--- src/rtl/psl_pkg.sv ---
`timescale 1ns / 1ps
// Shared constants, types and the arctangent table of the polar scan lookup.
package psl_pkg;

	localparam int CFG_IDX_W  = 3;
	localparam int CFG_DATA_W = 16;

	localparam int PIX_W    = 11;
	localparam int SIZE_W   = 12;
	localparam int ANGLE_W  = 16;
	localparam int RADIUS_W = 14;
	localparam int CENTER_W = 15;
	localparam int COORD_W  = 16;

	typedef enum logic [CFG_IDX_W-1:0] {
		REG_TARGET_WIDTH,
		REG_TARGET_HEIGHT,
		REG_ANGLE_FIRST,
		REG_ANGLE_LAST,
		REG_RADIUS_FIRST,
		REG_RADIUS_LAST,
		REG_CENTER_X,
		REG_CENTER_Y
	} cfg_reg_t;

	localparam logic [SIZE_W-1:0]   RST_TARGET_WIDTH  = 12'd512;
	localparam logic [SIZE_W-1:0]   RST_TARGET_HEIGHT = 12'd512;
	localparam logic [ANGLE_W-1:0]  RST_ANGLE_FIRST   = 16'd23300;
	localparam logic [ANGLE_W-1:0]  RST_ANGLE_LAST    = 16'd30800;
	localparam logic [RADIUS_W-1:0] RST_RADIUS_FIRST  = 14'd1856;
	localparam logic [RADIUS_W-1:0] RST_RADIUS_LAST   = 14'd8640;
	localparam logic [CENTER_W-1:0] RST_CENTER_X      = 15'd5440;
	localparam logic [CENTER_W-1:0] RST_CENTER_Y      = 15'd8576;

	localparam int TURN_CENTI = 36000;

	// Long division cells: remainder and divisor width, shifting word width
	localparam int DIV_W  = 28;
	localparam int WORD_W = 32;

	// Steps of each division chain
	localparam int MOD_STEPS  = 29;
	localparam int FRAC_STEPS = 32;
	localparam int OFS_STEPS  = 16;

	localparam int PN_W    = 30;
	localparam int RNUM_W  = 26;
	localparam int MAG_W   = 31;
	localparam int PROD_W  = RNUM_W + MAG_W;

	// CORDIC
	localparam int CORDIC_STEPS    = 16;
	localparam int ATAN_ENTRIES    = 24;
	localparam int CORDIC_LEN      = (CORDIC_STEPS < ATAN_ENTRIES) ? CORDIC_STEPS
	                                                                : ATAN_ENTRIES;
	localparam int STEP_W          = 5;
	localparam int ATAN_W          = 30;
	localparam int CX_W            = 33;
	localparam int CZ_W            = 32;
	localparam int CORDIC_GAIN_INV = 652032874;

	localparam logic [ATAN_W-1:0] ATAN_TAB [ATAN_ENTRIES] = '{
		30'd536870912, 30'd316933406, 30'd167458907, 30'd85004756,
		30'd42667331,  30'd21354465,  30'd10679838,  30'd5340245,
		30'd2670163,   30'd1335087,   30'd667544,    30'd333772,
		30'd166886,    30'd83443,     30'd41722,     30'd20861,
		30'd10430,     30'd5215,      30'd2608,      30'd1304,
		30'd652,       30'd326,       30'd163,       30'd81
	};

	typedef struct packed {
		logic              vld;
		logic [DIV_W-1:0]  rem;
		logic [WORD_W-1:0] word;
	} div_step_t;

	typedef struct packed {
		logic                   vld;
		logic signed [CX_W-1:0] x;
		logic signed [CX_W-1:0] y;
		logic signed [CZ_W-1:0] z;
	} rot_step_t;

	typedef struct packed {
		logic signed [COORD_W-1:0] source_x;
		logic signed [COORD_W-1:0] source_y;
	} coord_t;

	function automatic logic [ATAN_W-1:0] atan_step(input logic [STEP_W-1:0] step);
		return (step < STEP_W'(ATAN_ENTRIES)) ? ATAN_TAB[step] : '0;
	endfunction

endpackage

--- src/rtl/psl_if.sv ---


interface psl_res_if import psl_pkg::*; ();
	logic                      valid;
	logic                      ready;
	logic signed [COORD_W-1:0] source_x;
	logic signed [COORD_W-1:0] source_y;

	modport source(output valid, source_x, source_y, input ready);
	modport sink(input valid, source_x, source_y, output ready);
endinterface


--- src/rtl/psl_out_buf.sv ---
`timescale 1ns / 1ps
// Two-entry result buffer that decouples the pipeline advance from the result ready.
module psl_out_buf import psl_pkg::*; (
	input  logic             clk,
	input  logic             arst_n,
	input  logic             push,
	input  coord_t           data_i,
	output logic             room,
	psl_res_if.source        rsp
);

	logic [1:0] cnt_q;
	logic       wr_q;
	logic       rd_q;
	logic       pop;
	coord_t     buf_q [2];

	assign pop = rsp.valid && rsp.ready;

	always_ff @(posedge clk or negedge arst_n) begin
		if (!arst_n) begin
			cnt_q <= 2'd0;
			wr_q  <= 1'b0;
			rd_q  <= 1'b0;
		end else begin
			if (push) begin
				wr_q <= !wr_q;
			end
			if (pop) begin
				rd_q <= !rd_q;
			end
			unique case ({push, pop})
				2'b10:   cnt_q <= cnt_q + 2'd1;
				2'b01:   cnt_q <= cnt_q - 2'd1;
				default: cnt_q <= cnt_q;
			endcase
		end
	end

	always_ff @(posedge clk) begin
		if (push) begin
			buf_q[wr_q] <= data_i;
		end
	end

	assign room         = cnt_q != 2'd2;
	assign rsp.valid    = cnt_q != 2'd0;
	assign rsp.source_x = buf_q[rd_q].source_x;
	assign rsp.source_y = buf_q[rd_q].source_y;

endmodule

--- src/flat_wrapper.sv ---
// flat-port wrapper written by rule: the top's interface ports become plain ports
module psl_out_buf_flat import psl_pkg::*;
  (clk, arst_n, push, data_i, room, rsp_valid, rsp_source_x, rsp_source_y, rsp_ready);
  psl_res_if rsp_i ();
  input  logic clk;
  input  logic arst_n;
  input  logic push;
  input  coord_t data_i;
  output logic room;
  output wire logic [$bits(rsp_i.valid)-1:0] rsp_valid;
  output wire logic [$bits(rsp_i.source_x)-1:0] rsp_source_x;
  output wire logic [$bits(rsp_i.source_y)-1:0] rsp_source_y;
  input wire logic [$bits(rsp_i.ready)-1:0] rsp_ready;
  assign rsp_valid = rsp_i.valid;
  assign rsp_source_x = rsp_i.source_x;
  assign rsp_source_y = rsp_i.source_y;
  assign rsp_i.ready = rsp_ready;
  psl_out_buf u_core (.clk(clk), .arst_n(arst_n), .push(push), .data_i(data_i), .room(room), .rsp(rsp_i));
endmodule
--- config.mk ---
export PLATFORM = sky130hd
export DESIGN_NAME = psl_out_buf_flat
export DESIGN_NICKNAME = d
export VERILOG_FILES = /design/src/rtl/psl_pkg.sv /design/src/rtl/psl_if.sv /design/src/rtl/psl_out_buf.sv /design/src/flat_wrapper.sv
export SDC_FILE = /design/constraint.sdc
export NUM_CORES = 1
export LEC_CHECK = 0
export BUFFER_PORTS_ARGS = -buffer_cell sky130_fd_sc_hd__buf_2
export CELL_PAD_IN_SITES_DETAIL_PLACEMENT = 2
export CELL_PAD_IN_SITES_GLOBAL_PLACEMENT = 2
export CORE_MARGIN = 8
export CORE_UTILIZATION = 31
export DETAILED_ROUTE_END_ITERATION = 10
export PLACE_DENSITY = 0.79
export SLEW_MARGIN = 20
export SYNTH_ARGS = -nofsm -noshare
export SYNTH_HDL_FRONTEND = slang
export SYNTH_SLANG_ARGS = --single-unit
--- constraint.sdc ---
create_clock -name clk -period 4.1 [get_ports clk]
set_input_delay 0.205 -clock clk [delete_from_list [all_inputs] [get_ports clk]]
set_output_delay 0.205 -clock clk [all_outputs]
set_load 0.02 [all_outputs]
==> impl_summary.md <==
Setup path
Among cell families on the critical path, the largest total delay comes from flip-flops. The kind of start point of the critical path is a register. The largest incremental delay on the critical path is 810 ps. The slowest library cell on the worst path is dfrtp_1. The worst setup path is captured at an output port. The slack of the worst reg-to-reg path is 2500 ps.

The kind of critical path is register to output port. The arrival time of the worst setup path is 2070 ps. The critical path starts at u_core.rd_q$_DFFE_PN0P_.

The highest fanout seen on the critical path is 17. The count of buffering cells on the critical path with inverters included is 2. Walking the worst path, the cells encountered are buf_4 > mux2_2 > buf_2.

In this run the critical register-to-register path is captured at u_core.buf_q[0][3]$_DFFE_PP_. The startpoint identified for the worst register-to-register timing path is u_core.wr_q$_DFFE_PN0P_. Counting cells, the worst reg-to-reg path comes to 1.

At the worst endpoint, the required time is 3890 ps.

Synth
The synthesized netlist net count is 154. The sequential area share after synthesis is 0.8008. The distinct cell type count of the synthesized netlist is 14. The mapped cell area is 2525 um2. The synthesized netlist cell count is 117.

In the post-synthesis netlist, the biggest area contributors are edfxtp_1 (76%), mux2_2 (13%), dfrtp_1 (4.0%). The per-instance average area after synthesis is 21.58 um2. Synthesis inferred 68 register bits. The count of warnings emitted by yosys is 0.

The cell type contributing the most total cell area after synthesis is edfxtp_1. The proportion of netlist area held by the largest area contributor is 0.7611.

Die
The initial core utilization is 0.3136. The die width is 106.3 um. The row count is 33. The floorplan step defined a die boundary enclosing 11290 um2.

The floorplan step set the die height to 106.3 um. 70 I/O pins were placed. The area of the core is 8051 um2.

Global route
Entering global routing, the biggest net connects 33 pins. The number of antenna violations at the first check in global routing was 0. For this run the aggregate overflow at the end of global routing stands at 0.

The via count of the first global-routing pass came to 1591. After global routing, the most crowded layer is met2. The wire length of the first global-routing pass is 8376 um. For this run, global-route usage on met3 was measured as 0.04295.

The total global-route track usage is 0.09865. The global routing met1 resource utilization is 0.1073. For met2 alone, demand over resource in global routing was 0.1604.

Detailed routing
The total via count in the routed design is 1311. After detailed routing, the number of remaining DRC violations is 0. In this run, the number of DRC markers left after iteration 0 of detailed routing was 26. The mean routed wirelength per cell is 17.19 um. The mean number of vias per cell is 4.313. The total routed wirelength is 5225 um. The number of detailed-routing iterations run before antenna repair is 4. In this run the remaining antenna-violating nets after routing total 0.

Min path
The cell count of the worst hold path is 1. The startpoint identified for the worst hold timing path is data_i[27]. The worst hold endpoint is u_core.buf_q[1][27]$_DFFE_PP_. The path class of the lowest-slack min-delay path is input port to register.

Clocking
Counting along the longest clock path gives a buffer depth of 2. The post-cts resize count is 0. The post-CTS clock slew at the launch and capture registers of the worst setup and hold paths is 80 ps.

The number of buffers added to fix hold violations after cts is 1. CTS built an H-tree with a depth of 3. For the worst-skew pair, the clock arrives at the later sink with an insertion delay of 340 ps. The buffer count from post-CTS setup fixing is 0.

The clock drives 68 sinks. Clock tree synthesis selected as its root buffer the cell clkbuf_8. The CTS buffer count is 9. The CTS tree is built.

Finish
The count of antenna diodes in the layout is 0. After filler insertion, the fill cell instance count of the layout stands at 794. The post-layout net count is 232. Leaving out fill and tap cells, the most frequent cells in the layout are buf_2 (69), edfxtp_1 (64), mux2_2 (30). The most frequent standard cell in the layout excluding fill and tap cells is buf_2. The fraction of layout instances using a drive strength above 1 is 0.5980. The synthesis-to-layout area growth is 28.49%.

Timing
The number of failing setup endpoints in the final timing report is 0. The final number of hold-violating endpoints came to 0. In the final timing run, aggregate negative setup slack is 0 ps. The maximum clock frequency is 439.0 MHz. The largest clock skew in the final design is 7.083 ps. The final critical-path required period is 2278 ps. In the finished design, the share of the clock period the worst path needs comes to 0.5556. The worst pin sits at a relative slew slack of 0.3466. The worst setup margin is 1822 ps.

Setup repair after global routing left no endpoint under its margin. For the pin with the worst max-slew slack, the measured transition is 977.7 ps. The final count of pins violating max slew is 0.

Power and ir drop
The worst vdd rail ir drop is 272.8 uV. Dividing total power by cell area gives a power density of 746.8 nW/um2. The reported leakage power is 0.001230 uW.

Placed design
The HPWL after detailed placement is 3651 um. The post-place setup slack is 2146 ps. The routability-driven placement congestion ratio is 0.5986. In this run the tool buffered the top-level ports with 69 buffer cells.

Outcome
The run finished with clean final reports.

Job
Max-cap violations in this run came to 0.
-- how the worst max path moves through the flow --
stage	to	cells past startpoint
6_report	rsp_source_y[3]	3
2_1_floorplan	u_core.buf_q[0][0]$_DFFE_PP_	1
5_1_grt	rsp_source_y[3]	3
3_5_place_dp	rsp_source_y[3]	3
3_3_place_gp	rsp_source_y[4]	3
4_1_cts	rsp_source_y[3]	3
-- final cells by class --
class	instances	area, um2	share of cell area
Clock buffer	9	123.9	0.03818
Clock inverter	6	137.6	0.04242
Inverter	1	3.754	0.001157
Multi-Input combinational cell	44	462.9	0.1427
Sequential cell	68	2022	0.6232
Tap cell	105	131.4	0.04049
Timing Repair Buffer	71	362.8	0.1118
-- where the power goes --
group / internal (uW) / switching (uW)
Sequential: 927 / 77.8
Combinational: 290 / 412
Clock: 464 / 251
Total: 1680 / 741
-- cells in the mapped netlist --
| master | number |
|---|---|
| mux2_1 | 2 |
| nor2_1 | 2 |
| nand2b_1 | 1 |
| mux2_2 | 30 |
| dfrtp_1 | 4 |
| edfxtp_1 | 64 |
| xnor2_1 | 2 |
| or2_4 | 1 |
| xor2_1 | 3 |
| ha_1 | 1 |
| buf_6 | 4 |
| and2_4 | 1 |
| and2_1 | 1 |
| inv_1 | 1 |
-- through the flow --
step | hold WS [ps] | total power, uW | utilization | std cells | area, um2
2_1_floorplan | -90.59 | 1525 | - | 117 | 2525
3_3_place_gp | 24.85 | 1723 | 0.3692 | 288 | 2973
3_5_place_dp | 24.59 | 1746 | 0.3692 | 288 | 2973
4_1_cts | 27.18 | 2471 | 0.4030 | 304 | 3244
5_1_grt | 29.64 | 2548 | 0.4030 | 304 | 3244
6_report | 52.54 | 2423 | 0.4030 | 304 | 3244
-- flip-flops by register name, summed over array words and instances, names as in the netlist --
register,count
u_core.wr_q,1
u_core.buf_q,64
u_core.cnt_q,2
u_core.rd_q,1
-- cell families after synthesis --
| family | after synthesis | share of synthesized area |
|---|---|---|
| mux | 32 | 0.1427 |
| fa+ha+maj | 1 | 0.004955 |
| flops | 68 | 0.8008 |
| simple gates | 6 | 0.01487 |
| buf+inv | 5 | 0.01932 |
| xor+xnor | 5 | 0.01735 |
-- routing by layer --
| metal | wire length (um) | vias up |
|---|---|---|
| met5 | 0 | - |
| met1 | 2150 | 642 |
| li1 | - | 604 |
| met2 | 2560 | 56 |
| met4 | 102 | 0 |
| met3 | 412 | 9 |
(Power assumes the default switching activity.)
