$ cat src/rtl/psl_pkg.sv
`timescale 1ns / 1ps
// Shared constants, types and the arctangent table of the polar scan lookup.
package psl_pkg;

	localparam int CFG_IDX_W  = 3;
	localparam int CFG_DATA_W = 16;

	localparam int PIX_W    = 11;
	localparam int SIZE_W   = 12;
	localparam int ANGLE_W  = 16;
	localparam int RADIUS_W = 14;
	localparam int CENTER_W = 15;
	localparam int COORD_W  = 16;

	typedef enum logic [CFG_IDX_W-1:0] {
		REG_TARGET_WIDTH,
		REG_TARGET_HEIGHT,
		REG_ANGLE_FIRST,
		REG_ANGLE_LAST,
		REG_RADIUS_FIRST,
		REG_RADIUS_LAST,
		REG_CENTER_X,
		REG_CENTER_Y
	} cfg_reg_t;

	localparam logic [SIZE_W-1:0]   RST_TARGET_WIDTH  = 12'd512;
	localparam logic [SIZE_W-1:0]   RST_TARGET_HEIGHT = 12'd512;
	localparam logic [ANGLE_W-1:0]  RST_ANGLE_FIRST   = 16'd23300;
	localparam logic [ANGLE_W-1:0]  RST_ANGLE_LAST    = 16'd30800;
	localparam logic [RADIUS_W-1:0] RST_RADIUS_FIRST  = 14'd1856;
	localparam logic [RADIUS_W-1:0] RST_RADIUS_LAST   = 14'd8640;
	localparam logic [CENTER_W-1:0] RST_CENTER_X      = 15'd5440;
	localparam logic [CENTER_W-1:0] RST_CENTER_Y      = 15'd8576;

	localparam int TURN_CENTI = 36000;

	// Long division cells: remainder and divisor width, shifting word width
	localparam int DIV_W  = 28;
	localparam int WORD_W = 32;

	// Steps of each division chain
	localparam int MOD_STEPS  = 29;
	localparam int FRAC_STEPS = 32;
	localparam int OFS_STEPS  = 16;

	localparam int PN_W    = 30;
	localparam int RNUM_W  = 26;
	localparam int MAG_W   = 31;
	localparam int PROD_W  = RNUM_W + MAG_W;

	// CORDIC
	localparam int CORDIC_STEPS    = 16;
	localparam int ATAN_ENTRIES    = 24;
	localparam int CORDIC_LEN      = (CORDIC_STEPS < ATAN_ENTRIES) ? CORDIC_STEPS
	                                                                : ATAN_ENTRIES;
	localparam int STEP_W          = 5;
	localparam int ATAN_W          = 30;
	localparam int CX_W            = 33;
	localparam int CZ_W            = 32;
	localparam int CORDIC_GAIN_INV = 652032874;

	localparam logic [ATAN_W-1:0] ATAN_TAB [ATAN_ENTRIES] = '{
		30'd536870912, 30'd316933406, 30'd167458907, 30'd85004756,
		30'd42667331,  30'd21354465,  30'd10679838,  30'd5340245,
		30'd2670163,   30'd1335087,   30'd667544,    30'd333772,
		30'd166886,    30'd83443,     30'd41722,     30'd20861,
		30'd10430,     30'd5215,      30'd2608,      30'd1304,
		30'd652,       30'd326,       30'd163,       30'd81
	};

	typedef struct packed {
		logic              vld;
		logic [DIV_W-1:0]  rem;
		logic [WORD_W-1:0] word;
	} div_step_t;

	typedef struct packed {
		logic                   vld;
		logic signed [CX_W-1:0] x;
		logic signed [CX_W-1:0] y;
		logic signed [CZ_W-1:0] z;
	} rot_step_t;

	typedef struct packed {
		logic signed [COORD_W-1:0] source_x;
		logic signed [COORD_W-1:0] source_y;
	} coord_t;

	function automatic logic [ATAN_W-1:0] atan_step(input logic [STEP_W-1:0] step);
		return (step < STEP_W'(ATAN_ENTRIES)) ? ATAN_TAB[step] : '0;
	endfunction

endpackage

$ cat src/rtl/psl_cordic_cell.sv
`timescale 1ns / 1ps
// One CORDIC rotation step in rotation mode, step number set by a tied input.
module psl_cordic_cell import psl_pkg::*; (
	input  logic              clk,
	input  logic              arst_n,
	input  logic              en,
	input  logic [STEP_W-1:0] step,
	input  rot_step_t         r_i,
	output rot_step_t         r_o
);

	logic signed [CX_W-1:0] dx;
	logic signed [CX_W-1:0] dy;
	logic signed [CZ_W-1:0] da;
	logic                   up;
	logic                   vld_q;
	logic signed [CX_W-1:0] x_q;
	logic signed [CX_W-1:0] y_q;
	logic signed [CZ_W-1:0] z_q;

	assign dx = r_i.y >>> step;
	assign dy = r_i.x >>> step;
	assign da = $signed({{(CZ_W-ATAN_W){1'b0}}, atan_step(step)});
	assign up = !r_i.z[CZ_W-1];

	always_ff @(posedge clk or negedge arst_n) begin
		if (!arst_n) begin
			vld_q <= 1'b0;
		end else if (en) begin
			vld_q <= r_i.vld;
		end
	end

	always_ff @(posedge clk) begin
		if (en) begin
			x_q <= up ? r_i.x - dx : r_i.x + dx;
			y_q <= up ? r_i.y + dy : r_i.y - dy;
			z_q <= up ? r_i.z - da : r_i.z + da;
		end
	end

	assign r_o = '{vld: vld_q, x: x_q, y: y_q, z: z_q};

endmodule

$ cat config.mk
export PLATFORM = sky130hd
export DESIGN_NAME = psl_cordic_cell
export DESIGN_NICKNAME = d
export VERILOG_FILES = /design/src/rtl/psl_pkg.sv /design/src/rtl/psl_cordic_cell.sv
export SDC_FILE = /design/constraint.sdc
export NUM_CORES = 1
export LEC_CHECK = 0
export BUFFER_PORTS_ARGS = -buffer_cell sky130_fd_sc_hd__buf_2
export CELL_PAD_IN_SITES_DETAIL_PLACEMENT = 1
export CELL_PAD_IN_SITES_GLOBAL_PLACEMENT = 1
export CORE_MARGIN = 3
export CORE_UTILIZATION = 30
export CTS_CLUSTER_DIAMETER = 200
export DETAILED_ROUTE_END_ITERATION = 12
export PLACE_DENSITY = 0.69
export RECOVER_POWER = 25
export SYNTH_ARGS = -nofsm -noshare
export SYNTH_HDL_FRONTEND = slang
export SYNTH_SLANG_ARGS = --single-unit
$ cat constraint.sdc
create_clock -name clk -period 0.82 [get_ports clk]
set_clock_uncertainty 0.05 [all_clocks]
set_input_delay 0.123 -clock clk [delete_from_list [all_inputs] [get_ports clk]]
set_output_delay 0.123 -clock clk [all_outputs]
set_load 0.01 [all_outputs]
==> results of run 1 <==
[power breakdown]
group          internal (W)  leakage [nW]  switching [W]  total (W)
Clock               0.00203         0.123        0.00218    0.00421
Combinational        0.0142          10.4         0.0143     0.0285
Sequential          0.00755         0.971       0.000338    0.00789
Total                0.0238          11.5         0.0168     0.0406
[cell families after synthesis]
| family | count (synthesis) |
|---|---|
| AO/OA/AOI/OAI | 559 |
| XOR/XNOR | 164 |
| adder cells (fa/ha/maj) | 112 |
| buffers and inverters | 140 |
| flip-flops | 99 |
| multiplexers | 181 |
| AND/OR/NAND/NOR | 440 |
[metal layers]
layer / wire, um / up-vias / share of wire
li1: - / 8575 / -
met1: 33800 / 9651 / 0.41
met2: 41800 / 618 / 0.51
met3: 4060 / 156 / 0.049
met4: 2860 / 0 / 0.035
met5: 0 / - / 0
[state kept, by name, summed over array words and instances, names as in the netlist]
signal and flops:
x_q 33, y_q 33, z_q 32, vld_q 1
[repair_timing]
item,CTS,global route
cloned,1,0
endpoints found under the hold margin,3,1
endpoints found under the setup margin,197,197
setup buffers,48,39
resized for setup,209,92
pin swaps,95,62
[area by class of cell]
cell class / instances / area, um^2 / share of cell area
clock buffer: 10 / 229 / 0.00898
multi-input combinational: 1456 / 13100 / 0.513
timing repair buffer: 1103 / 8180 / 0.320
tap: 664 / 831 / 0.0326
inverter: 45 / 174 / 0.00682
clock inverter: 6 / 32.5 / 0.00128
sequential: 99 / 2970 / 0.116
antenna: 2 / 5.00 / 0.000196
[stage by stage]
| step | instances | hold WS (ps) | power [W] | worst slack, ps |
|---|---|---|---|---|
| final | 3385 | -16.4 | 0.0406 | -4090 |
| after global routing | 3384 | -31.4 | 0.0429 | -4230 |
| after CTS | 3345 | -36.3 | 0.0390 | -3940 |
| after detailed placement | 3280 | -152 | 0.0326 | -4830 |
| after global placement | 3280 | -153 | 0.0317 | -4780 |
| after floorplan | 1695 | -223 | 0.0202 | -4190 |
[synth_stat cells (20+ instances only)]
cell	instances	area share
a211oi_1	29	0.014
a21o_1	43	0.021
a21oi_1	144	0.048
a31oi_1	30	0.012
and3_1	20	0.0083
buf_2	31	0.010
clkbuf_1	32	0.0079
edfxtp_1	98	0.19
ha_1	109	0.090
inv_1	42	0.010
mux2_2	36	0.027
mux2i_1	75	0.050
mux4_2	67	0.10
nand2_1	128	0.032
nand2b_1	23	0.0095
nand3_1	23	0.0076
nor2_1	123	0.030
nor3_1	25	0.0083
o21a_1	23	0.011
o21ai_0	91	0.030
o22ai_1	24	0.0099
xnor2_1	96	0.056
xor2_1	67	0.039
[cell usage in the layout, fill, tap and decap left out, drive strengths merged, types with 11 or more instances in the layout]
cell / Yosys / layout
mux4: 67 / 67
nor3: 28 / 28
o211ai: 15 / 15
edfxtp: 98 / 98
nand2b: 23 / 23
and2: 17 / 17
and3: 21 / 21
inv: 43 / 43
a21boi: 16 / 16
nand3: 23 / 23
a31oi: 31 / 31
o21ai: 91 / 91
a22oi: 15 / 15
a211oi: 29 / 29
xor2: 67 / 67
mux2: 39 / 39
clkbuf: 33 / 12
xnor2: 96 / 96
nand2: 128 / 128
or2: 11 / 11
buf: 62 / 1098
mux2i: 75 / 75
a21o: 43 / 43
o21bai: 13 / 13
o21a: 23 / 23
o22ai: 24 / 24
nor2b: 15 / 15
a21oi: 145 / 145
a221oi: 11 / 11
nor2: 123 / 123
ha: 109 / 109
[worst max-delay path: cells and delay by family]
family | cells | cell delay [ps]
buffers and inverters | 4 | 780
adders and majority gates | 1 | 360
and+or+nand+nor | 5 | 1310
AOI/OAI and AO/OA | 9 | 2000
xor gates and xnor gates | 2 | 420
[worst min-delay path by stage]
stage | slack, ps | cells after the start | end | start
detailed placement | -150 | 1 | vld_q$_DFFE_PN0P_ | arst_n
CTS | -40 | 2 | z_q[0]$_DFFE_PP_ | r_i[0]
global placement | -150 | 1 | vld_q$_DFFE_PN0P_ | arst_n
global route | -30 | 2 | z_q[0]$_DFFE_PP_ | r_i[0]
finish | -20 | 2 | z_q[0]$_DFFE_PP_ | r_i[0]
floorplan | -220 | 0 | vld_q$_DFFE_PN0P_ | arst_n
==> summary by stage, run 1 <==
Placement
The sum of net half-perimeters after detailed placement is 65,800 um. The routability congestion estimate is 1.06. Port buffering added 205 buffers. The placement-stage cell area is 0.0232 mm^2.

Synth
The cell count after synthesis is 1,695. Measured against the total synthesized area, the mux share comes to 0.178. Yosys mapped a number of flops with a built-in enable equal to 98. For this run, the leading register cell type out of synthesis is edfxtp_1. Yosys mapped the design onto 91 distinct sky130hd cell types. The share of synthesized registers carrying an async set or reset is 0.0101. In this run, synthesis produced a sequential element count of 99. The simple logic cell fraction of the synthesized area is 0.145. The mean instance size in the synthesized netlist is 8.94 um^2. The register area share after synthesis is 0.196.

The number of warnings reported in the yosys synthesis log is 0. The dominant combinational cell family by area after synthesis is compound AO/OA/AOI/OAI gates. The fraction of the mapped netlist area in compound gates is 0.246. Of the total synthesized cell area, the portion taken by full adders, half adders and majority gates is 0.0940. The XOR/XNOR share of the synthesized area is 0.0958. The number of nets handed over by synthesis was 1,914. After synthesis the cells add up to 0.0151 mm^2.

Setup path
The startpoint identified for the worst register-to-register timing path is vld_q$_DFFE_PN0P_. In this run the worst setup path begins at step[3]. By startpoint and endpoint, the worst setup path is classified as in2reg. The endpoint of the lowest-slack register-to-register path is vld_q$_DFFE_PN0P_.

The critical path ends at x_q[32]$_DFFE_PP_. The delay of the slowest cell on the worst path is 450 ps. The cell with the largest stage delay on the worst path is a221o_1. In this run the worst path has a maximum fanout of 9. The worst reg-to-reg setup slack is 30 ps. The worst endpoint data arrival time is 5000 ps. The worst setup path is captured at a flop. The worst setup path is launched from an input port. The endpoint required time on the critical path is 900 ps. Traced cell by cell, the critical path runs through buf_2, inv_1, buf_4, nand2_1, o22ai_1, a221o_1, nor4b_4, nor3b_4, buf_4, a21oi_2, xnor2_1, ha_2, nand4_1, nor2_2, a21oi_1, o211ai_1, a221o_1, a211oi_2, o21ai_1, a21oi_1, xor3_1.

The logic depth of the worst register-to-register path is 1.

Finish
The net count of the finished layout is 2,933. Summing all non-filler instances in the final layout gives an area of 0.0255 mm^2. The fill cell instance count of the final layout is 5,825. From synthesis to final layout, the design area changed by 68.4%.

For this run, the share of the core covered by cells in the final layout is 0.516. The fraction of final layout cells with drive strength greater than 1 is 0.555.

GRT
The global routing usage on met2 is 0.535. For met3 alone, demand over resource in global routing was 0.0381. For this run the aggregate overflow at the end of global routing stands at 0.

The pin count of the biggest net entering global routing is 57. The met1 demand-to-capacity share in global routing is 0.362. The via count of the first global-routing pass is 20,300. The first global-routing pass estimated 122,000 um of wire. Across every metal layer, demand over resource in global routing totals 0.296. The layer with the highest usage is met2.

The initial antenna violation count is 2.

Clock network
The clock reaches the later pin of the worst-skew pair after 390 ps. The post-cts hold buffer count is 3. The H-tree generated during clock tree synthesis spans 3 levels.

The post-CTS clock slew at the launch and capture registers of the worst setup and hold paths is 70 ps. The CTS root buffer is clkbuf_16. The TritonCTS sink count is 99.

The deepest clock path buffer count is 2. The clock tree from TritonCTS is done. In this run, CTS created clock tree buffers numbering 9.

Floorplanning
The floorplan step defined a die boundary enclosing 0.0532 mm^2. The floorplan step defined a core boundary enclosing 0.0495 mm^2. The horizontal extent of the die is 231 um. The I/O pin total is 206.

The die boundary height is 231 um. The number of cell rows is 81. For this configuration, the core starts out at a cell density of 0.306.

Drt
The number of DRC violations after detailed routing is 0. Across all layers, the routed design uses 19,000 vias. The detailed-routing iteration count for the pre-antenna-repair pass is 6. Dividing the detail-routed wire length by the instance count gives 24.4 um. The remaining antenna violation count is 0. The number of violations reported at the end of detailed-routing iteration 0 is 1,169. Summed over all layers, the routed wires come to 82,500 um. In the routed layout, each cell is associated on average with a via count of 5.61.

Timing
The highest attainable clock frequency is 204 MHz. The worst slew slack as a fraction of its limit is 0.452. Counting I/O delays and the setup requirement, the final critical path takes 4910 ps. The measured slew at the worst slew-check pin is 812 ps.

The total setup violations reported at the end of the flow is 234. The worst hold margin is -16.4 ps. Setup repair after global routing could not meet its margin everywhere. In the final timing run, aggregate negative setup slack is -351,390 ps. The count of final max-slew check failures came to 0. The hold violation count in the final report is 1. The least setup slack across all paths after layout is -4090 ps. The period utilization is 5.99.

Worst hold path
The path class of the lowest-slack min-delay path is in2reg.

Pwr
Dividing total power by cell area gives a power density of 1590 mW/mm^2. The worst-case vdd ir drop is 1090 uV. In this run the static leakage power is 11.5 nW.

Run status
The checks that failed: negative hold slack, negative setup slack. The flow ran to the end, but the final reports show violations.

Job
The number of max-cap violations is 0.
No activity file was read; power rests on OpenSTA's default activity.
==> inputs of run 2 (changes only) <==
--- a/config.mk
+++ b/config.mk
@@ -9,10 +9,10 @@
 export CELL_PAD_IN_SITES_DETAIL_PLACEMENT = 1
 export CELL_PAD_IN_SITES_GLOBAL_PLACEMENT = 1
 export CORE_MARGIN = 3
-export CORE_UTILIZATION = 30
+export CORE_UTILIZATION = 42
 export CTS_CLUSTER_DIAMETER = 200
 export DETAILED_ROUTE_END_ITERATION = 12
-export PLACE_DENSITY = 0.69
+export PLACE_DENSITY = 0.89
 export RECOVER_POWER = 25
 export SYNTH_ARGS = -nofsm -noshare
 export SYNTH_HDL_FRONTEND = slang
==> summary by stage, run 2 <==
Synth
The XOR/XNOR share of the synthesized area is 0.0958. Synthesis inferred 99 register bits. The netlist area before placement is 0.0151 mm^2. Synthesis produced a netlist with a net count of 1,914.

The cell count after synthesis is 1,695. The count of flip-flops with a built-in enable after synthesis is 98. In the synthesized netlist the async set-or-reset flop fraction comes to 0.0101. The fraction of post-synthesis cell area in the top cell type by area is 0.194.

Yosys printed 0 warnings. The simple logic cell fraction of the synthesized area is 0.145. In the post-synthesis netlist, the biggest area contributors are edfxtp_1 (19%), mux4_2 (10%), ha_1 (9.0%). The largest total area in the synthesized netlist belongs to edfxtp_1. After synthesis, the most frequently instantiated cells are a21oi_1 (144), nand2_1 (128), nor2_1 (123). The synthesized-area fraction occupied by adder cells is 0.0940. For this run, the leading register cell type out of synthesis is edfxtp_1. The share of synthesized area spent on multiplexers is 0.178. The share of the Yosys chip area taken by registers is 0.196. The dominant combinational cell family by area after synthesis is compound AO/OA/AOI/OAI gates. The leading cell type by number of instances after synthesis is a21oi_1. Yosys mapped the design onto 91 distinct sky130hd cell types. The average instance in the mapped netlist occupies 8.94 um^2. The fraction of the mapped netlist area in compound gates is 0.246.

Clock network
The CTS root buffer is clkbuf_16. The total setup buffers inserted after CTS is 162. The TritonCTS sink count is 99.

The number of H-tree levels is 3. TritonCTS created 9 clock buffers. The deepest clock path buffer count is 2. The number of instances resized during post-cts repair is 593.

The post-cts hold buffer count is 3.

Floorplanning
The die boundary height is 196 um. The I/O pin total is 206. The die is 196 um wide. The initial core utilization is 0.432. The number of cell rows is 68.

Placement
The sum of net half-perimeters after detailed placement is 77,800 um. In this run the cell area measured after placement is 0.0224 mm^2. The placed cell count is 3,010. The pre-CTS setup slack is -5060 ps. The routability congestion estimate is 1.17.

The total of buffers placed on input and output ports is 205.

Run status
The last stage reached is clock tree synthesis (4_1_cts). The tool reported: "[ERROR DPL-0033] detailed placement checks failed during check placement". The flow did not finish.
[run 2: cell families after synthesis]
logic type	after synthesis
xor gates and xnor gates	164
DFF	99
and+or+nand+nor	440
muxes	181
AOI/OAI and AO/OA	559
adders and majority gates	112
buffers and inverters	140
[run 2: metrics by stage]
step / hold WS, ps / setup TNS [ps]
detailed placement: -145 / -402750
global placement: -153 / -349950
floorplan: -223 / -303560
==> inputs of run 3 (changes only) <==
--- a/config.mk
+++ b/config.mk
@@ -6,13 +6,10 @@
 export NUM_CORES = 1
 export LEC_CHECK = 0
 export BUFFER_PORTS_ARGS = -buffer_cell sky130_fd_sc_hd__buf_2
-export CELL_PAD_IN_SITES_DETAIL_PLACEMENT = 1
-export CELL_PAD_IN_SITES_GLOBAL_PLACEMENT = 1
 export CORE_MARGIN = 3
-export CORE_UTILIZATION = 42
-export CTS_CLUSTER_DIAMETER = 200
+export CORE_UTILIZATION = 40
 export DETAILED_ROUTE_END_ITERATION = 12
-export PLACE_DENSITY = 0.89
+export PLACE_DENSITY_LB_ADDON = 0.15
 export RECOVER_POWER = 25
 export SYNTH_ARGS = -nofsm -noshare
 export SYNTH_HDL_FRONTEND = slang
==> constraint.sdc (replaced) <==
create_clock -name clk -period 1.05 [get_ports clk]
set_clock_uncertainty 0.05 [all_clocks]
set_input_delay 0.1575 -clock clk [delete_from_list [all_inputs] [get_ports clk]]
set_output_delay 0.1575 -clock clk [all_outputs]
set_load 0.01 [all_outputs]
==> summary by stage, run 3 (synthesis gave the netlist of run 1 again) <==
Finish
Relative to the synthesized area, the layout overhead comes to 78.0%. In the final layout, the registers with the most flip-flops are x_q x33, y_q x33, z_q x32. The library cells used most frequently in the layout, excluding fill and tap cells, are buf_4 (809), buf_2 (198), nand2_1 (106). The most frequent standard cell in the layout excluding fill and tap cells is buf_4.

The fraction of final layout cells with drive strength greater than 1 is 0.594. After the flow finishes, the layout carries non-filler instances totaling 3,271. At the end of the flow, the number of nets in the layout was 2,980.

Drt
After detailed routing, the average wire length per cell comes to 22.2 um. For this block, the routed nets add up to 72,600 um of wire. The vias after detailed routing is 18,900. In the routed layout, each cell is associated on average with a via count of 5.76. The detailed-routing iteration count for the pre-antenna-repair pass is 7. The remaining antenna violation count is 0. The number of violations reported at the end of detailed-routing iteration 0 is 1,781.

The number of DRC violations after detailed routing is 0.

Clock network
For the worst-skew pair, the clock arrives at the later sink with an insertion delay of 380 ps. The clock net in this run drives a total of 99 sinks. The post-CTS clock slew at the launch and capture registers of the worst setup and hold paths is 70 ps. The H-tree generated during clock tree synthesis spans 3 levels.

The clock tree from TritonCTS is done. The cell sitting at the root of the clock tree is a clkbuf_16. The deepest clock path buffer count is 2.

TritonCTS created 9 clock buffers.

Setup path
The worst setup path is captured at a flop. Together, buffers and inverters on the worst path number 5. In this run the register-to-register setup slack is 240 ps. The delay of the slowest cell on the worst path is 550 ps. The logic depth of the worst register-to-register path is 1. In this run the worst path has a maximum fanout of 6. Counting stages on the worst path, the most repeated cell is buf_6.

For the worst setup path, the data required time is 1260 ps. The cell family contributing the most delay on the critical path is simple AND/OR/NAND/NOR gates. Tracing the worst setup path back leads to its startpoint at step[0]. The endpoint of the lowest-slack register-to-register path is vld_q$_DFFE_PN0P_. In this run the number of cells on the critical path is 22. The critical path in this run is classified as in2reg. The worst endpoint data arrival time is 4960 ps. The cell with the largest stage delay on the worst path is mux4_2. Traced cell by cell, the critical path runs through buf_16, buf_8, mux4_2, mux2i_4, o22ai_2, a211o_1, nor4b_4, nor3b_4, buf_6, buf_6, a31oi_4, xnor2_2, ha_4, buf_6, a21o_1, a21oi_4, o31a_1, o21ai_4, or3_4, a21o_4, or4_4, nand3_2. The capture point of the critical path is x_q[29]$_DFFE_PP_. The launch instance of the worst register-to-register path is vld_q$_DFFE_PN0P_. STA classifies the critical path startpoint as an input port.

Floorplanning
The die is 201 um wide. The number of cell rows is 70. For this configuration, the core starts out at a cell density of 0.410. The floorplan step set the die height to 201 um. Pin placement for this block handled 206 I/O pins. The total core area is 0.0370 mm^2. The floorplan die area is 0.0402 mm^2.

Pwr
Total power for the finished layout comes to 0.0330 W. For this design the total switching power over the nets is 0.0131 W. The leakage component of the power is 12.1 nW.

Of the total power, registers draw 0.186. The switching part of the total is 0.397. The worst-case vdd ir drop is 955 uV. The share of total power in the clock network is 0.109.

The power share of the combinational group is 0.706. The power density over the cells is 1230 mW/mm^2. Cell internal power was estimated by the tool at 0.0199 W.

Timing
The hold violation count in the final report is 0. The worst slew slack as a fraction of its limit is 0.447. The routed design could run at a clock period as short as 4760 ps. Dividing the final minimum period by the clock period gives 4.53. The measured slew at the worst slew-check pin is 829 ps.

Across all hold checks on the routed design, the worst slack comes to 19.3 ps. Setup slack on the critical path of the routed design comes to -3710 ps. Derived from the worst setup path, the maximum achievable clock frequency is 210 MHz. The final total negative setup slack is -289,500 ps. The total setup violations reported at the end of the flow is 210. The count of final max-slew check failures is 0. Setup repair after global routing could not meet its margin everywhere.

GRT
The wire length of the first global-routing pass is 108,000 um. The via count of the first global-routing pass was 18,700. The initial antenna violation count came to 3. The global routing usage summed across all routing layers is 0.340. The total grt overflow is 0.

Entering global routing, the biggest net connects 62 pins.

Placement
Including well taps, the total number of placed cells is 3,108. The total of buffers placed on input and output ports is 205. Before CTS, the worst setup slack after placement is -4470 ps. The routability congestion estimate is 1.05. Detailed placement ended at an HPWL of 56,400 um.

Worst hold path
The path class of the tightest hold or removal check is in2async.

Run status
The flow ran to the end, but the final reports show violations. The final reports fail on negative setup slack.

Job
Max-cap violations in this run came to 0.
[run 3: metrics by stage]
| step | utilization | area (um^2) |
|---|---|---|
| floorplan | - | 15700 |
| global placement | 0.618 | 22800 |
| detailed placement | 0.618 | 22800 |
| CTS | 0.689 | 25500 |
| global route | 0.730 | 27000 |
| finish | 0.730 | 27000 |
[run 3: area by class of cell]
type,instances,area (um^2)
clock inverter,5,63.8
clock buffer,11,233
multi-input combinational,1456,13900
fill,2740,9990
timing repair buffer,1150,8970
tap,504,631
inverter,45,193
antenna,1,2.50
sequential,99,2970
[run 3: how the worst min path moves through the flow]
stage	from	endpoint	slack, ps
finish	arst_n	vld_q$_DFFE_PN0P_	20
global route	arst_n	vld_q$_DFFE_PN0P_	30
CTS	arst_n	vld_q$_DFFE_PN0P_	5
detailed placement	arst_n	vld_q$_DFFE_PN0P_	-120
global placement	arst_n	vld_q$_DFFE_PN0P_	-120
floorplan	arst_n	vld_q$_DFFE_PN0P_	-190
[run 3: what timing repair did]
action                     in CTS  in global routing
pin swaps                     139                172
hold buffers                    2                  0
gates resized for setup       341                212
cloned                          6                  0
hold endpoints to repair        2                  0
setup buffers                  93                 64
setup endpoints to repair     197                197
[run 3: power by group through the flow]
stage / sequential (W) / combinational, W / clock [W]
after global routing: 0.00626 / 0.0248 / 0.00384
after detailed placement: 0.00621 / 0.0186 / 0
after global placement: 0.00622 / 0.0184 / 0
after floorplan: 0.00685 / 0.00896 / 0
final: 0.00614 / 0.0233 / 0.00359
after CTS: 0.00614 / 0.0211 / 0.00366
[run 3: per-layer routing]
metal / up-vias / track usage / part of all wire
li1: 8708 / - / -
met1: 9238 / 0.452 / 0.42
met2: 737 / 0.558 / 0.47
met3: 167 / 0.0615 / 0.069
met4: 2 / 0.122 / 0.038
met5: - / 0 / 0.00018
==> inputs of run 4 (changes only) <==
--- a/config.mk
+++ b/config.mk
@@ -11,6 +11,7 @@
 export DETAILED_ROUTE_END_ITERATION = 12
 export PLACE_DENSITY_LB_ADDON = 0.15
 export RECOVER_POWER = 25
+export SLEW_MARGIN = 20
 export SYNTH_ARGS = -nofsm -noshare
 export SYNTH_HDL_FRONTEND = slang
 export SYNTH_SLANG_ARGS = --single-unit
==> constraint.sdc (replaced) <==
create_clock -name clk -period 1.05 [get_ports clk]
set_clock_uncertainty 0.05 [all_clocks]
set_input_delay 0.0525 -clock clk [delete_from_list [all_inputs] [get_ports clk]]
set_output_delay 0.0525 -clock clk [all_outputs]
set_load 0.01 [all_outputs]
==> summary by stage, run 4 (synthesis gave the netlist of run 1 again) <==
Run status
The flow ran to the end, but the final reports show violations. The checks that failed: negative hold slack, negative setup slack.

Clock network
The later pin in the worst-skew pair is clocked with a latency of 380 ps. The number of clock buffers added by TritonCTS is 9. TritonCTS built the clock tree.

The number of H-tree levels is 3. The post-cts hold buffer count is 3. For this design, the sink count on the clock tree is 99.

The clock passes through at most 2 buffers. The CTS root buffer is clkbuf_16. The post-CTS clock slew at the launch and capture registers of the worst setup and hold paths is 70 ps.

Finish
In the final layout, the share of cells above drive strength 1 is 0.605. The footprint of the multi-input gates is 0.0142 mm^2. In the final design database the tool counted 2,985 nets. The count of antenna diodes in the layout is 0.

The sequential cell area is 0.00297 mm^2. Leaving out fill and tap cells, the most frequent cell in the layout is buf_4. The final cell count without fillers is 3,275.

In the layout the commonest cells are buf_4 (812), buf_2 (199), nand2_1 (106). The layout overhead on the synthesized area is 80.1%. The fill cell instance count of the final layout is 2,695.

In the final layout, the registers with the most flip-flops are x_q x33, y_q x33, z_q x32.

Setup path
The kind of cell adding the most delay to the critical path is compound AO/OA/AOI/OAI gates. The buffer and inverter count on the worst path is 5. The startpoint type of the worst setup path is an input port. In this design, the stage delay of the slowest critical-path cell is 520 ps.

The path type of the worst setup path is in2reg. The worst setup path is captured at a flop. At the worst endpoint, the arrival time is 4750 ps.

The cell with the largest stage delay on the worst path is mux4_2. Traced cell by cell, the critical path runs through buf_16, mux2_4, mux4_2, a221o_1, nor4b_4, buf_4, nor3b_4, buf_6, a21oi_2, xnor2_1, ha_2, o21ai_1, o21bai_1, a21oi_1, o211ai_1, buf_4, a221o_1, buf_6, a211oi_4, o21bai_1, a21oi_2, xnor2_1. Along the worst path, the maximum fanout reaches 6. For the worst setup path, the data required time is 1140 ps.

Placement
The total of buffers placed on input and output ports is 205. The wire-length estimate of the detail-placed layout is 56,100 um. The pre-CTS setup slack is -4380 ps.

The routability congestion estimate is 1.05. The placed cell count is 3,101.

GRT
The first global-routing pass estimated 109,000 um of wire. In the global route stage, overall resource usage came out at 0.342. The total grt overflow is 0. The initial antenna violation count was 1.

Entering global routing, the biggest net connects 33 pins. The via count of the first global-routing pass is 19,100.

Timing
The worst hold margin is -45.4 ps. Setup repair after global routing could not meet its margin everywhere. For the pin with the worst max-slew slack, the measured transition is 766 ps.

Of the available clock period, the critical path in the final layout requires 4.44. The least setup slack across all paths after layout is -3610 ps. The highest attainable clock frequency is 214 MHz. After layout, the minimum clock period comes to 4660 ps.

The count of final max-slew check failures came to 0. The hold violation count in the final report is 1. The worst slew slack as a fraction of its limit is 0.486. Setup violations remaining at the end of the flow were counted as 99.

Floorplanning
The total core area is 0.0370 mm^2. The die is 201 um wide. The floorplan step set the die height to 201 um. The initial core utilization is 0.410.

The floorplan step defined a die boundary enclosing 0.0402 mm^2. In this run the count of I/O pins placed on the die edge is 206. The number of cell rows is 70.

Pwr
The leakage component of the power is 12.2 nW. In this run the power density over the cells is 1220 mW/mm^2. The power share of the combinational group is 0.707. IR analysis of the VDD net gives a maximum drop of 855 uV.

The internal power summed over all cells is 0.0200 W. The analysis attributes to net switching a power of 0.0133 W. The share of total power dissipated in the clock network is 0.109. Of the total power, the share spent switching nets is 0.399. The sequential share of power is 0.184.

Drt
The average vias per placed instance is 5.83. For this block, the via count after detailed routing is 19,100. The number of violations reported at the end of detailed-routing iteration 0 is 1,550.

The detailed-routing iteration count for the pre-antenna-repair pass is 8. The average wire length per cell after detail routing is 22.5 um. The number of DRC violations after detailed routing is 0. The total wire length is 73,600 um. The count of nets left with antenna violations once routing finished came out at 0.

Worst hold path
The path class of the lowest-slack min-delay path is in2reg.

Job
The number of max-cap violations is 0.
==> run 4: routing by layer <==
metal  share of wire  wire, um  GRT usage
met1            0.41     29900      0.441
met3           0.073      5370     0.0597
met2            0.48     35400      0.580
met5         0.00023        17          0
met4           0.041      3010      0.120
==> run 4: area by class of cell <==
type,instances,area share
inverters,45,0.00683
flip-flops and latches,99,0.109
clock buffers,11,0.00853
repair buffers,1155,0.332
well taps,504,0.0231
clock inverters,5,0.00234
multi-input cells,1456,0.519
==> run 4: what timing repair did <==
action,4_1_cts,5_1_grt
pin swaps,152,224
gates resized for setup,340,272
buffers inserted,118,94
endpoints found under the hold margin,3,1
gates cloned,5,1
setup endpoints to repair,99,113
==> run 4: power groups by stage <==
| stage | combinational (W) | clock, W | sequential [W] |
|---|---|---|---|
| detailed placement | 0.0185 | 0 | 0.00622 |
| global placement | 0.0183 | 0 | 0.00621 |
| CTS | 0.0210 | 0.00365 | 0.00615 |
| finish | 0.0236 | 0.00362 | 0.00614 |
| floorplan | 0.00896 | 0 | 0.00685 |
| global route | 0.0251 | 0.00383 | 0.00625 |
==> run 4: final timing paths <==
check,from,end,slack [ps],depth (start not counted)
max in group asynchronous,arst_n,vld_q$_DFFE_PN0P_,350,3
min reg2reg,vld_q$_DFFE_PN0P_,vld_q$_DFFE_PN0P_,470,1
max reg2reg,vld_q$_DFFE_PN0P_,vld_q$_DFFE_PN0P_,250,1
max,step[0],x_q[26]$_DFFE_PP_,-3610,22
min,r_i[0],z_q[0]$_DFFE_PP_,-50,2
min in group asynchronous,arst_n,vld_q$_DFFE_PN0P_,480,3
==> run 4: metrics by stage <==
| step | total power [W] | hold slack (ps) | util | area [um^2] | setup TNS (ps) |
|---|---|---|---|---|---|
| after floorplan | 0.0158 | -293 | - | 15700 | -274110 |
| after global placement | 0.0245 | -223 | 0.617 | 22800 | -331860 |
| after detailed placement | 0.0247 | -221 | 0.617 | 22800 | -337630 |
| after CTS | 0.0308 | -52.2 | 0.690 | 25500 | -257150 |
| after global routing | 0.0352 | -42.9 | 0.738 | 27300 | -279780 |
| final | 0.0334 | -45.4 | 0.738 | 27300 | -267160 |
